`src/rtl/core/fcml_pkg.sv`:
```
package fcml_pkg;

  localparam int DEF_MAX_CLASSES     = 64;
  localparam int DEF_MAX_DESCRIPTORS = 16;

  localparam logic [16:0] ONE        = 17'h10000;
  localparam logic [16:0] HALF       = 17'h08000;
  localparam logic [31:0] Q30        = 32'h4000_0000;
  localparam logic [16:0] LAMBDA_RST = 17'd39322;

  localparam logic [1:0] ACT_SAMPLE = 2'd0;
  localparam logic [1:0] ACT_PROTO  = 2'd1;
  localparam logic [1:0] ACT_COUNT  = 2'd2;

  localparam logic [3:0] REG_LAMBDA  = 4'd0;
  localparam logic [3:0] REG_LEARN   = 4'd1;
  localparam logic [3:0] REG_DESC    = 4'd2;
  localparam logic [3:0] REG_UNKNOWN = 4'd3;

  localparam logic [1:0] ST_MATCH = 2'd0;
  localparam logic [1:0] ST_NEW   = 2'd1;
  localparam logic [1:0] ST_FULL  = 2'd2;
  localparam logic [1:0] ST_LEN   = 2'd3;

  localparam logic [1:0] OP_MUL = 2'd0;
  localparam logic [1:0] OP_LOG = 2'd1;
  localparam logic [1:0] OP_EXP = 2'd2;

  typedef struct packed {
    logic        start;
    logic [1:0]  op;
    logic [31:0] a;
    logic [31:0] b;
  } alu_req_t;

  typedef struct packed {
    logic        done;
    logic [39:0] res;
  } alu_rsp_t;

  typedef struct packed {
    logic        start;
    logic [16:0] num;
    logic [15:0] den;
  } div_req_t;

  typedef struct packed {
    logic        done;
    logic [16:0] quo;
  } div_rsp_t;

  function automatic logic [63:0] isqrt64(logic [63:0] n);
    logic [63:0] res;
    logic [63:0] bitv;
    logic [63:0] nn;
    res  = '0;
    bitv = 64'h1 << 62;
    nn   = n;
    for (int i = 0; i < 32; i++) begin
      if (bitv != 0) begin
        if (nn >= res + bitv) begin
          nn  = nn - (res + bitv);
          res = (res >> 1) + bitv;
        end else begin
          res = res >> 1;
        end
        bitv = bitv >> 2;
      end
    end
    return res;
  endfunction

  // packed table of 2^(-2^(k-16)) in Q.30, entry k at bits [31k +: 31]
  function automatic logic [16*31-1:0] root_pack();
    logic [63:0]        t;
    logic [16*31-1:0]   tab;
    t = isqrt64(64'h1 << 59);
    tab = '0;
    tab[15*31 +: 31] = t[30:0];
    for (int k = 15; k > 0; k--) begin
      t = isqrt64(t << 30);
      tab[(k-1)*31 +: 31] = t[30:0];
    end
    return tab;
  endfunction

endpackage

```
`src/rtl/core/fcml_alu.sv`:
```
module fcml_alu
  import fcml_pkg::*;
(
  input  logic     clk,
  input  logic     rst_n,
  input  alu_req_t req,
  output alu_rsp_t rsp
);

  localparam logic [16*31-1:0] ROOT_TAB = root_pack();

  logic        busy_r;
  logic        done_r;
  logic [1:0]  op_r;
  logic [4:0]  cnt_r;
  logic [31:0] y_r;
  logic [15:0] frac_r;
  logic [4:0]  pint_r;
  logic [15:0] e_r;
  logic [4:0]  ip_r;
  logic [39:0] res_r;

  logic [31:0] ma;
  logic [31:0] mb;
  logic [63:0] prod;
  logic [31:0] sq;
  logic [4:0]  lead;
  logic [3:0]  k;

  assign k = cnt_r[3:0];

  always_comb begin
    lead = '0;
    for (int i = 0; i < 17; i++) begin
      if (req.a[i]) lead = 5'(i);
    end
  end

  always_comb begin
    if (busy_r && op_r == OP_LOG) begin
      ma = y_r;
      mb = y_r;
    end else if (busy_r) begin
      ma = y_r;
      mb = e_r[k] ? {1'b0, ROOT_TAB[k*31 +: 31]} : Q30;
    end else begin
      ma = req.a;
      mb = req.b;
    end
  end

  assign prod = ma * mb;
  assign sq   = prod[61:30];

  always_ff @(posedge clk) begin
    if (!rst_n) begin
      busy_r <= 1'b0;
      done_r <= 1'b0;
    end else begin
      done_r <= 1'b0;
      if (!busy_r && req.start) begin
        op_r  <= req.op;
        cnt_r <= '0;
        case (req.op)
          OP_MUL: begin
            res_r  <= prod[39:0];
            done_r <= 1'b1;
          end
          OP_LOG: begin
            // normalize into [1,2) in Q.30
            y_r    <= {15'd0, req.a[16:0]} << (5'd30 - lead);
            pint_r <= 5'd16 - lead;
            frac_r <= '0;
            busy_r <= 1'b1;
          end
          OP_EXP: begin
            if (req.a[31:16] > 16'd16) begin
              res_r  <= '0;
              done_r <= 1'b1;
            end else begin
              y_r    <= Q30;
              e_r    <= req.a[15:0];
              ip_r   <= req.a[20:16];
              busy_r <= 1'b1;
            end
          end
          default: begin
            res_r  <= '0;
            done_r <= 1'b1;
          end
        endcase
      end else if (busy_r) begin
        if (cnt_r == 5'd16) begin
          busy_r <= 1'b0;
          done_r <= 1'b1;
          if (op_r == OP_LOG) begin
            res_r <= 40'({pint_r, 16'd0} - {5'd0, frac_r});
          end else begin
            res_r <= 40'(y_r >> (6'd14 + {1'b0, ip_r}));
          end
        end else begin
          cnt_r <= cnt_r + 5'd1;
          if (op_r == OP_LOG) begin
            if (sq[31]) begin
              frac_r[4'd15 - k] <= 1'b1;
              y_r <= sq >> 1;
            end else begin
              y_r <= sq;
            end
          end else begin
            y_r <= sq;
          end
        end
      end
    end
  end

  assign rsp.done = done_r;
  assign rsp.res  = res_r;

endmodule

```
`config.mk`:
```
export PLATFORM = sky130hd
export DESIGN_NAME = fcml_alu
export DESIGN_NICKNAME = d
export VERILOG_FILES = /design/src/rtl/core/fcml_pkg.sv /design/src/rtl/core/fcml_alu.sv
export SDC_FILE = /design/constraint.sdc
export NUM_CORES = 2
export LEC_CHECK = 0
export BUFFER_PORTS_ARGS = -buffer_cell sky130_fd_sc_hd__buf_4
export CAP_MARGIN = 5
export CORE_MARGIN = 3
export CORE_UTILIZATION = 43
export CTS_CLUSTER_SIZE = 20
export DETAILED_ROUTE_END_ITERATION = 10
export GPL_ROUTABILITY_DRIVEN = 0
export PLACE_DENSITY = 0.61
export SYNTH_ARGS = -nofsm -noshare
export SYNTH_HDL_FRONTEND = slang
export SYNTH_SLANG_ARGS = --single-unit
```
`constraint.sdc`:
```
create_clock -name clk -period 17.4 [get_ports clk]
set_input_delay 2.61 -clock clk [delete_from_list [all_inputs] [get_ports clk]]
set_output_delay 2.61 -clock clk [all_outputs]
set_load 0.005 [all_outputs]
```
==> flow_summary.yaml <==
global_route:
  grt_overflow: 0
  grt_pass1_vias: 35700
  antenna_found_initial: 3
  grt_max_degree: 63
  grt_use_total_pct: 31.4
  grt_first_pass_wirelength_um: 228000
route:
  drt_iter0_markers: 4044
  vias: 34400
  vias_per_cell: 5.86
  routedWlPerCell_um: 26.0
  drc_errors: 0
  dr.pass1.iters: 6
  drt-total-wl_um: 153000
  ant_nets: 0
worst_setup_path:
  rr_endpoint: "frac_r[14]"
  regToRegStartpoint: "cnt_r[2]"
  start_kind: "register"
  slowest_stage: "o311ai_0"
  path_max_fanout: 32
  arrival_ns: 13.09
  critical_path.endpoint_type: "register"
  r2r_setup_slack_ns: 4.44
  cpLargestDelayFamily: "adder cells"
  cp_data_required_time_ns: 17.52
  crit_top_cell: "fa_1"
  path_class: "reg -> reg"
  worst_r2r_path_depth: 33
  crit_buf_inv: 8
  cp-startpoint: "cnt_r[2]"
  max_stage_delay_ns: 1.26
sta:
  setup_viol_count_final: 0
  max_freq_mhz: 77.1
  rsz0062_at_grt: "no"
  worst_pin_slew_ns: 1.43
  min_period_ns: 12.96
  tns_ns: 0
  min_period_over_period_pct: 74.5
  final_max_slew_viol_count: 0
  clock_skew_ns: 0.0159
  fin_hold_ws_ns: 0.623
  finalHoldViolCount: 0
  timing.slew.headroom_pct: 3.48
floorplanning:
  rows: 112
  dieHeight_um: 314
  io_pins: 110
  die_w_um: 314
  start_util_pct: 43.6
  dieArea_sq_um: 98800
  core-area_sq_um: 93700
cts:
  cts_hold_buf: 0
  cts_setup_buffers: 0
  cts_root_buffer: "clkbuf_16"
  numClockSinks: 123
  ctsResizeCount: 0
  path_clk_slew_ns: 0.06
  clk_latency_ns: 0.44
  cts.path.max_buffers: 2
  htreeDepth: 4
  cts_tree: "built"
  cts_made_buffers: 17
finish:
  fin_area_sq_um: 43800
  final_cell_mix: "fa_1, inv_1, nor2_1"
  final_common_cell: "fa_1"
  finalNetCount: 5820
  area_growth_pct: 7.12
  drive_gt1_share_pct: 7.53
worst_hold_path:
  worstHoldPathType: "reg -> reg"
  holdPathStages: 2
  min_from: "cnt_r[4]"
  hold_end: "cnt_r[4]"
synthesis:
  syn_area_sq_um: 40900
  avgSynthCellArea_sq_um: 8.82
  synth_warnings: 0
  syn_inst: 4633
  synth_nets: 5857
  synth_edf_count: 121
  synth_top_flop_cell: "edfxtp_1"
  ys_seq_elements: 123
  yosysSeqAreaShare_pct: 8.99
  yosys.cell_types.count: 81
  async_flop_share_pct: 0
place:
  place.port_buffers: 109
  place_area_sq_um: 43200
  dpl.hpwl_um: 120000
job:
  maxCapViolCount: 0
run_status:
  outcome: "completed"
## logic make-up (layout without fill, tap and decap cells)
logic type	count (synthesis)	after routing	share of synthesized area, %
muxes	129	129	3.88
DFF	123	123	8.99
AOI/OAI and AO/OA	539	539	8.28
other	0	4	0
buffers and inverters	1123	1099	10.4
xor gates and xnor gates	86	86	1.86
and+or+nand+nor	1478	1478	14.8
adders and majority gates	1155	1155	51.8
## final cells by class
type                       count  area [sq um]
sequential                   123          3680
clock inverter                14           185
clock buffer                  18           429
antenna                        4          10.0
multi-input combinational   3387         33100
inverter                     862          3240
tap                         1254          1570
timing repair buffer         205          1540
fill                        9110         50000
## flip-flops by register name, indices dropped and copies added (netlist names)
name,flops
res_r,40
y_r,32
e_r,16
frac_r,16
cnt_r,5
ip_r,5
pint_r,5
op_r,2
busy_r,1
done_r,1
## metal layers
metal | global-route usage, % | wire (um) | up-vias
met5 | 0 | 13 | -
met4 | 13.7 | 8230 | 2
met3 | 9.39 | 19400 | 467
met2 | 48.3 | 67400 | 2070
met1 | 41.2 | 57400 | 17600
li1 | - | - | 14300
## through the flow
stage                     setup slack [ns]  util (%)  cells
after floorplan                       6.46         -   4633
after global placement                4.99      46.0   5831
after detailed placement              4.90      46.0   5831
after CTS                             5.02      46.7   5863
after global routing                  4.33      46.7   5863
final                                 4.44      46.7   5867
## synthesized netlist by cell type, types with 19 or more instances
cell type,n,area (sq um)
o21ai_0,113,566
xnor2_1,53,464
nor3_1,29,145
xor2_1,32,280
a21o_1,43,323
fa_1,895,17900
o22ai_1,24,150
and2_1,21,131
a211oi_1,22,165
mux2_2,37,417
mux2i_1,73,731
ha_1,260,3250
edfxtp_1,121,3630
nand4_1,19,119
nor2_1,666,2500
clkbuf_1,229,860
nand3_1,33,165
nand2_1,599,2250
nand2b_1,24,150
a21oi_1,169,846
inv_1,859,3220
## worst max path at each step
stage          cells past startpoint          to  slack (ns)
5_1_grt                           33   frac_r[2]        4.33
4_1_cts                           33   frac_r[2]        5.02
3_5_place_dp                      28  frac_r[12]        4.90
6_report                          33  frac_r[14]        4.44
3_3_place_gp                      28  frac_r[14]        4.99
2_1_floorplan                     29   frac_r[0]        6.46
## worst register-to-register path, delay by kind of cell, from the launching register on
family | cells | cell delay [ns]
AO/OA/AOI/OAI | 10 | 4.36
XOR/XNOR | 1 | 0.35
adder cells (fa/ha/maj) | 9 | 4.35
buffers and inverters | 8 | 1.22
flip-flops | 1 | 0.62
AND/OR/NAND/NOR | 5 | 1.76
Power is left out: the tool's default activity adds up to more than one toggle a clock period on the data nets, which glitch-free logic cannot reach.
