<file path="src/rtl/core/fcml_pkg.sv">
package fcml_pkg;

  localparam int DEF_MAX_CLASSES     = 64;
  localparam int DEF_MAX_DESCRIPTORS = 16;

  localparam logic [16:0] ONE        = 17'h10000;
  localparam logic [16:0] HALF       = 17'h08000;
  localparam logic [31:0] Q30        = 32'h4000_0000;
  localparam logic [16:0] LAMBDA_RST = 17'd39322;

  localparam logic [1:0] ACT_SAMPLE = 2'd0;
  localparam logic [1:0] ACT_PROTO  = 2'd1;
  localparam logic [1:0] ACT_COUNT  = 2'd2;

  localparam logic [3:0] REG_LAMBDA  = 4'd0;
  localparam logic [3:0] REG_LEARN   = 4'd1;
  localparam logic [3:0] REG_DESC    = 4'd2;
  localparam logic [3:0] REG_UNKNOWN = 4'd3;

  localparam logic [1:0] ST_MATCH = 2'd0;
  localparam logic [1:0] ST_NEW   = 2'd1;
  localparam logic [1:0] ST_FULL  = 2'd2;
  localparam logic [1:0] ST_LEN   = 2'd3;

  localparam logic [1:0] OP_MUL = 2'd0;
  localparam logic [1:0] OP_LOG = 2'd1;
  localparam logic [1:0] OP_EXP = 2'd2;

  typedef struct packed {
    logic        start;
    logic [1:0]  op;
    logic [31:0] a;
    logic [31:0] b;
  } alu_req_t;

  typedef struct packed {
    logic        done;
    logic [39:0] res;
  } alu_rsp_t;

  typedef struct packed {
    logic        start;
    logic [16:0] num;
    logic [15:0] den;
  } div_req_t;

  typedef struct packed {
    logic        done;
    logic [16:0] quo;
  } div_rsp_t;

  function automatic logic [63:0] isqrt64(logic [63:0] n);
    logic [63:0] res;
    logic [63:0] bitv;
    logic [63:0] nn;
    res  = '0;
    bitv = 64'h1 << 62;
    nn   = n;
    for (int i = 0; i < 32; i++) begin
      if (bitv != 0) begin
        if (nn >= res + bitv) begin
          nn  = nn - (res + bitv);
          res = (res >> 1) + bitv;
        end else begin
          res = res >> 1;
        end
        bitv = bitv >> 2;
      end
    end
    return res;
  endfunction

  // packed table of 2^(-2^(k-16)) in Q.30, entry k at bits [31k +: 31]
  function automatic logic [16*31-1:0] root_pack();
    logic [63:0]        t;
    logic [16*31-1:0]   tab;
    t = isqrt64(64'h1 << 59);
    tab = '0;
    tab[15*31 +: 31] = t[30:0];
    for (int k = 15; k > 0; k--) begin
      t = isqrt64(t << 30);
      tab[(k-1)*31 +: 31] = t[30:0];
    end
    return tab;
  endfunction

endpackage

</file>
<file path="src/rtl/core/fcml_div.sv">
module fcml_div
  import fcml_pkg::*;
(
  input  logic     clk,
  input  logic     rst_n,
  input  div_req_t req,
  output div_rsp_t rsp
);

  logic        busy_r;
  logic        done_r;
  logic [4:0]  cnt_r;
  logic [16:0] n_r;
  logic [15:0] den_r;
  logic [15:0] rem_r;
  logic [16:0] q_r;
  logic [16:0] trial;
  logic        fits;

  assign trial = {rem_r, n_r[16]};
  assign fits  = trial >= {1'b0, den_r};

  always_ff @(posedge clk) begin
    if (!rst_n) begin
      busy_r <= 1'b0;
      done_r <= 1'b0;
    end else begin
      done_r <= 1'b0;
      if (!busy_r && req.start) begin
        busy_r <= 1'b1;
        cnt_r  <= 5'd16;
        n_r    <= req.num;
        den_r  <= req.den;
        rem_r  <= '0;
        q_r    <= '0;
      end else if (busy_r) begin
        // one quotient bit a cycle, restoring
        rem_r <= fits ? 16'(trial - {1'b0, den_r}) : trial[15:0];
        q_r   <= {q_r[15:0], fits};
        n_r   <= n_r << 1;
        cnt_r <= cnt_r - 5'd1;
        if (cnt_r == 5'd0) begin
          busy_r <= 1'b0;
          done_r <= 1'b1;
        end
      end
    end
  end

  assign rsp.done = done_r;
  assign rsp.quo  = q_r;

endmodule

</file>
<file path="config.mk">
export PLATFORM = sky130hd
export DESIGN_NAME = fcml_div
export DESIGN_NICKNAME = d
export VERILOG_FILES = /design/src/rtl/core/fcml_pkg.sv /design/src/rtl/core/fcml_div.sv
export SDC_FILE = /design/constraint.sdc
export NUM_CORES = 1
export LEC_CHECK = 0
export ABC_AREA = 1
export BUFFER_PORTS_ARGS = -buffer_cell sky130_fd_sc_hd__buf_2
export CORE_UTILIZATION = 45
export DETAILED_ROUTE_END_ITERATION = 7
export SETUP_SLACK_MARGIN = 0.05
export SYNTH_ARGS = -nofsm -noshare
export SYNTH_HDL_FRONTEND = slang
export SYNTH_SLANG_ARGS = --single-unit
export TNS_END_PERCENT = 50
</file>
<file path="constraint.sdc">
create_clock -name clk -period 11.4 [get_ports clk]
set_input_delay 0.57 -clock clk [delete_from_list [all_inputs] [get_ports clk]]
set_output_delay 0.57 -clock clk [all_outputs]
set_load 0.02 [all_outputs]
</file>
==> results_dict.tcl, run 1 <==
set metrics [dict create \
    final_nets 605 \
    outcome "finished, violations left" \
    first_global_vias 3047 \
    synth.distinct_cells 31 \
    end_kind "register" \
    yosysSeqAreaShare_pct 52.4 \
    routedWlPerCell_um 11.8 \
    ff2ff_path_depth 5 \
    worstSetupPathType "input port to register" \
    min_period_ns 2.64 \
    worst_slack_ns 8.76 \
    grt_pass1_wl_mm 13.6 \
    timing.rr.end "den_r[6]$_DFFE_PP_" \
    crit_arrival_ns 2.67 \
    hold_viol_final 0 \
    p_per_area_nw_per_um2 161 \
    dpl.hpwl_mm 5.61 \
    cts.reportedPaths.clkPinSlew_ns 0.09 \
    hp-start "req[4]" \
    diodes 0 \
    die_w_um 98.0 \
    cts_tree "done" \
    ctsResizeCount 0 \
    drt-initial-drc-count 187 \
    synth_top_family_by_area "simple AND/OR/NAND/NOR gates" \
    drc 1 \
    yosys_warnings 0 \
    final_cell_mix "166 x nand2_1, 87 x inv_1, 71 x edfxtp_1" \
    synthCells 497 \
    required_ns 11.43 \
    synthAdderAreaFrac_pct 5.61 \
    placed_cell_area_um2 4500 \
    grt.overflow.total 0 \
    ys_ff_latch 73 \
    setup_viol 0 \
    worstPathMaxFanout 39 \
    ant_nets 0 \
    maxCapViolations 0 \
    core_area_um2 8810 \
    grt_usage_pct 17.8 \
    gp_congestion 0.843 \
    numPlacedInstances 648 \
    synth_compound_area_share_pct 1.24 \
    grt_max_degree 40 \
    dieArea_um2 9610 \
    place_ws_ns 8.34 \
    relSlewSlack_pct 34.8 \
    cp-start-kind "input port" \
    io_pins 54 \
    muxShareOfSynthArea_pct 0 \
    vias_per_cell 4.63 \
    clock_latency_ns 0.35 \
    synth_area_um2 4150 \
    regArea_um2 2170 \
    whs_endpoint "den_r[4]$_DFFE_PP_" \
    firstDrtPassIters 6 \
    hold_depth 1 \
    layout_commonest_cell "nand2_1" \
    postCtsSetupBuffers 0 \
    port_buffers 53 \
    synthXorXnorAreaFrac_pct 1.48 \
    cts_buffers 9 \
    cts_root_buf "clkbuf_8" \
    power_leakage_nw 2.36 \
    hold_class "input port to register" \
    tightest_slew_ns 0.972 \
    antenna_found_initial 0 \
    cts_hold_buffers 0 \
    routed_wl_mm 7.86 \
    fin_crit_sh_pct 23.1 \
    violations "DRC" \
    fin_area_um2 4680 \
    setup_tns_ns 0 \
    drive_gt1_share_pct 17.6 \
    rows 34 \
    clk_path_buf_depth 2 \
    initial_core_util_pct 47.1 \
    fmaxAchievable_mhz 379 \
    regToRegStartpoint "busy_r$_SDFF_PN0_" \
    grt_setup_unrepaired "no" \
    whs_ns 0.385 \
    die_h_um 98.0 \
    fillCellCount 850 \
    slew_violations 0 \
    synth_nets 551 \
    synthSimpleGateAreaFrac_pct 29.0 \
    cts.sinks 73 \
    finClkSkew_ns 0.0129 \
    fin_cells 664 \
    multi_input_area_um2 1560 \
    htreeDepth 3 \
    via_count 3076 \
    regToRegSetupSlack_ns 8.77 \
    ir_worst_vdd_uv 92.7 \
    area_growth_pct 12.9 \
    synth_area_per_cell_um2 8.35 \
]
==> routing by layer <==
metal | GRT usage [%] | vias to the layer above | part of all wire [%]
met1 | 22.5 | 1377 | 48
met4 | 4.55 | 0 | 1.1
met2 | 30.7 | 47 | 47
met5 | 0 | - | 0
li1 | - | 1645 | -
met3 | 4.01 | 7 | 3.5
==> state kept, by name, indices dropped and copies added, names as in the netlist <==
name	flops
cnt_r	5
rem_r	16
q_r	17
den_r	16
done_r	1
busy_r	1
n_r	17
==> through the flow <==
stage / power [mW] / utilization [%]
after floorplan: 0.522 / -
after global placement: 0.564 / 51.1
after detailed placement: 0.567 / 51.1
after CTS: 0.761 / 53.2
after global routing: 0.806 / 53.2
final: 0.753 / 53.2
==> final cells by class <==
| cell class | count | share of cell area [%] |
|---|---|---|
| multi-input combinational | 319 | 33.3 |
| sequential | 73 | 46.4 |
| tap | 108 | 2.88 |
| clock buffer | 9 | 2.64 |
| inverter | 92 | 7.37 |
| timing repair buffer | 56 | 6.14 |
| clock inverter | 7 | 1.26 |
==> cell usage after synthesis, drive strengths merged <==
cell type	instances	area, um2
xor2	6	52.6
clkinv	1	3.75
nor2	74	305
nand4	5	31.3
and2	2	12.5
or2	3	18.8
dfxtp	2	40.0
inv	91	342
nand3b	8	60.1
nand3	18	95.1
fa	1	20.0
o22ai	1	6.26
a21oi	8	40.0
ha	17	213
o21ai	1	5.00
nand2	171	659
nor3	3	20.0
edfxtp	71	2130
clkbuf	6	22.5
xnor2	1	8.76
buf	7	61.3
==> critical path, stage by stage <==
cell and delay [ns]:
buf_2 0.07, inv_1 0.06, nor2_2 0.08, buf_4 0.36, clkinv_1 0.88, nor2_1 0.31
buf_4 0.31
==> report_power, final <==
| part | switching [mW] | internal (mW) | total, mW |
|---|---|---|---|
| sequential | 0.0118 | 0.335 | 0.347 |
| clock | 0.110 | 0.0828 | 0.193 |
| combinational | 0.138 | 0.0747 | 0.213 |
| total | 0.260 | 0.493 | 0.753 |
==> cells by family (layout without fill, tap and decap cells) <==
family          Yosys count  count (layout)
fa+ha+maj                18              18
flops                    73              73
xor+xnor                  7               7
simple gates            284             284
compound gates           10              10
buf+inv                 105             164
==> worst max path at each step <==
stage,from,to,slack (ns)
2_1_floorplan,rst_n,cnt_r[0]$_SDFFCE_PP0P_,6.36
3_3_place_gp,req[33],den_r[5]$_DFFE_PP_,8.38
3_5_place_dp,req[33],den_r[5]$_DFFE_PP_,8.34
4_1_cts,req[33],den_r[6]$_DFFE_PP_,8.72
5_1_grt,busy_r$_SDFF_PN0_,den_r[6]$_DFFE_PP_,8.47
6_report,req[33],den_r[6]$_DFFE_PP_,8.76
Note: power is estimated with default switching activity, not from simulation.
==> run 2: changes to the inputs <==
==> constraint.sdc (replaced) <==
create_clock -name clk -period 2.6 [get_ports clk]
set_input_delay 0.13 -clock clk [delete_from_list [all_inputs] [get_ports clk]]
set_output_delay 0.13 -clock clk [all_outputs]
set_load 0.02 [all_outputs]
==> results_dict.tcl, run 2 (synthesis results as in run 1) <==
set metrics [dict create \
    routedWlPerCell_um 12.2 \
    clk_path_buf_depth 2 \
    fmaxAchievable_mhz 428 \
    dieArea_um2 9610 \
    cts.reportedPaths.clkPinSlew_ns 0.08 \
    drc 2 \
    area_growth_pct 17.9 \
    ff2ff_path_depth 10 \
    rows 34 \
    p_per_area_nw_per_um2 696 \
    grt_pass1_wl_mm 14.3 \
    relSlewSlack_pct 69.9 \
    setup_tns_ns 0 \
    cts_root_buf "clkbuf_8" \
    drt-initial-drc-count 113 \
    via_count 3227 \
    grtUsageMet1_pct 24.0 \
    fillCellCount 848 \
    power_leakage_nw 2.45 \
    combinationalPowerShare_pct 28.6 \
    final_nets 625 \
    seq_power_share_pct 44.9 \
    end_kind "register" \
    min_period_ns 2.34 \
    regToRegSetupSlack_ns 0.26 \
    clock_power_share_pct 26.5 \
    grt_usage_pct 18.8 \
    hold_viol_final 0 \
    htreeDepth 3 \
    gr-usage-met3_pct 2.86 \
    ir_worst_vdd_uv 384 \
    cts.sinks 73 \
    ant_nets 0 \
    first_global_vias 3182 \
    crit_arrival_ns 2.44 \
    io_pins 54 \
    total_power_mw 3.40 \
    worstSetupPathType "register to register" \
    crit_end "rem_r[15]$_SDFFCE_PP0P_" \
    gp_congestion 0.880 \
    final_util_pct 55.5 \
    p_sw_mw 1.13 \
    die_h_um 98.0 \
    die_w_um 98.0 \
    setup_viol 0 \
    violations "DRC" \
    drive_gt1_share_pct 17.5 \
    finClkSkew_ns 0.0164 \
    cts_buffers 9 \
    vias_per_cell 4.72 \
    cp-start-kind "register" \
    fin_crit_sh_pct 89.8 \
    maxCapViolations 0 \
    antenna_found_initial 0 \
    port_buffers 53 \
    dpl.hpwl_mm 6.14 \
    clock_latency_ns 0.35 \
    worstPathMaxFanout 13 \
    required_ns 2.70 \
    slew_violations 0 \
    final_cell_mix "166 x nand2_1, 87 x inv_1, 71 x edfxtp_1" \
    internal-power_mw 2.27 \
    grt.overflow.total 0 \
    switching_share_pct 33.2 \
    cts_tree "done" \
    diodes 0 \
    timing.rr.end "rem_r[15]$_SDFFCE_PP0P_" \
    initial_core_util_pct 47.1 \
    busiest_layer "met2" \
    crit_start "rem_r[7]$_SDFFCE_PP0P_" \
    firstDrtPassIters 6 \
    top_regs "n_r (17), q_r (17)" \
    tightest_slew_ns 0.449 \
    postCtsSetupBuffers 0 \
    regToRegStartpoint "rem_r[7]$_SDFFCE_PP0P_" \
    layout_commonest_cell "nand2_1" \
    routed_wl_mm 8.33 \
    grt_setup_unrepaired "no" \
    hold_class "input port to register" \
    outcome "finished, violations left" \
    core_area_um2 8810 \
    grt_use_met2_pct 32.0 \
    grt_max_degree 39 \
]
==> run 2: changes by cell type in the layout (fill, tap and decap cells not counted) <==
cell and change:
dlygate4sd3_1 +16, buf_4 +4, inv_6 -2, bufinv_16 +1, clkbuf_1 +1, clkinvlp_4 +1, inv_2 -1, inv_4 +1
inv_8 -1
==> run 2: power groups by stage <==
stage	Clock, mW	Sequential [mW]	Combinational [mW]
floorplan	0	1.57	0.707
CTS	0.917	1.53	0.980
global route	0.957	1.54	1.12
finish	0.900	1.53	0.974
detailed placement	0	1.56	0.957
global placement	0	1.55	0.945
==> run 2: what timing repair did <==
| action | 4_1_cts | 5_1_grt |
|---|---|---|
| hold buffers | 16 | 0 |
| endpoints found under the setup margin | 0 | 1 |
| hold endpoints to repair | 16 | 0 |
| resized for setup | 0 | 2 |
==> run 2: worst min-delay path by stage <==
stage,start,to,cells after the start
floorplan,req[0],den_r[0]$_DFFE_PP_,0
global placement,req[2],den_r[2]$_DFFE_PP_,1
detailed placement,req[0],den_r[0]$_DFFE_PP_,1
CTS,req[24],n_r[8]$_DFFE_PP_,3
global route,req[24],n_r[8]$_DFFE_PP_,3
finish,req[24],n_r[8]$_DFFE_PP_,3
==> run 2: layout make-up <==
cell class                      instances  area, um2  share of cell area [%]
Clock buffer                           10        128                    2.61
Clock inverter                          6       67.6                    1.38
Inverter                               92        348                    7.11
Multi-Input combinational cell        319       1560                    31.9
Sequential cell                        73       2170                    44.4
Tap cell                              108        135                    2.76
Timing Repair Buffer                   76        478                    9.77
==> run 2: critical path, cell delays in order, from the launching register on <==
cell      delay, ns
edfxtp_1       0.43
ha_1           0.39
nand2_1        0.17
nor2_2         0.16
nand3_1        0.13
nand3_2        0.12
nand2_2        0.18
nand2_4        0.23
inv_4          0.12
nor2_1         0.12
nor2_1         0.04
==> run 2: through the flow <==
step	cell area (um2)	setup WS, ns	hold WS, ns	instances
floorplan	4150	0.532	0.229	497
global placement	4530	0.264	0.307	652
detailed placement	4530	0.216	0.308	652
CTS	4890	0.196	0.0326	684
global route	4890	0.122	0.0397	684
finish	4890	0.265	0.0481	684
==> run 2: metal layers <==
metal,vias to the layer above,part of all wire [%]
met5,-,0
met4,0,2.1
met3,16,3.0
met2,62,47
met1,1467,48
li1,1682,-
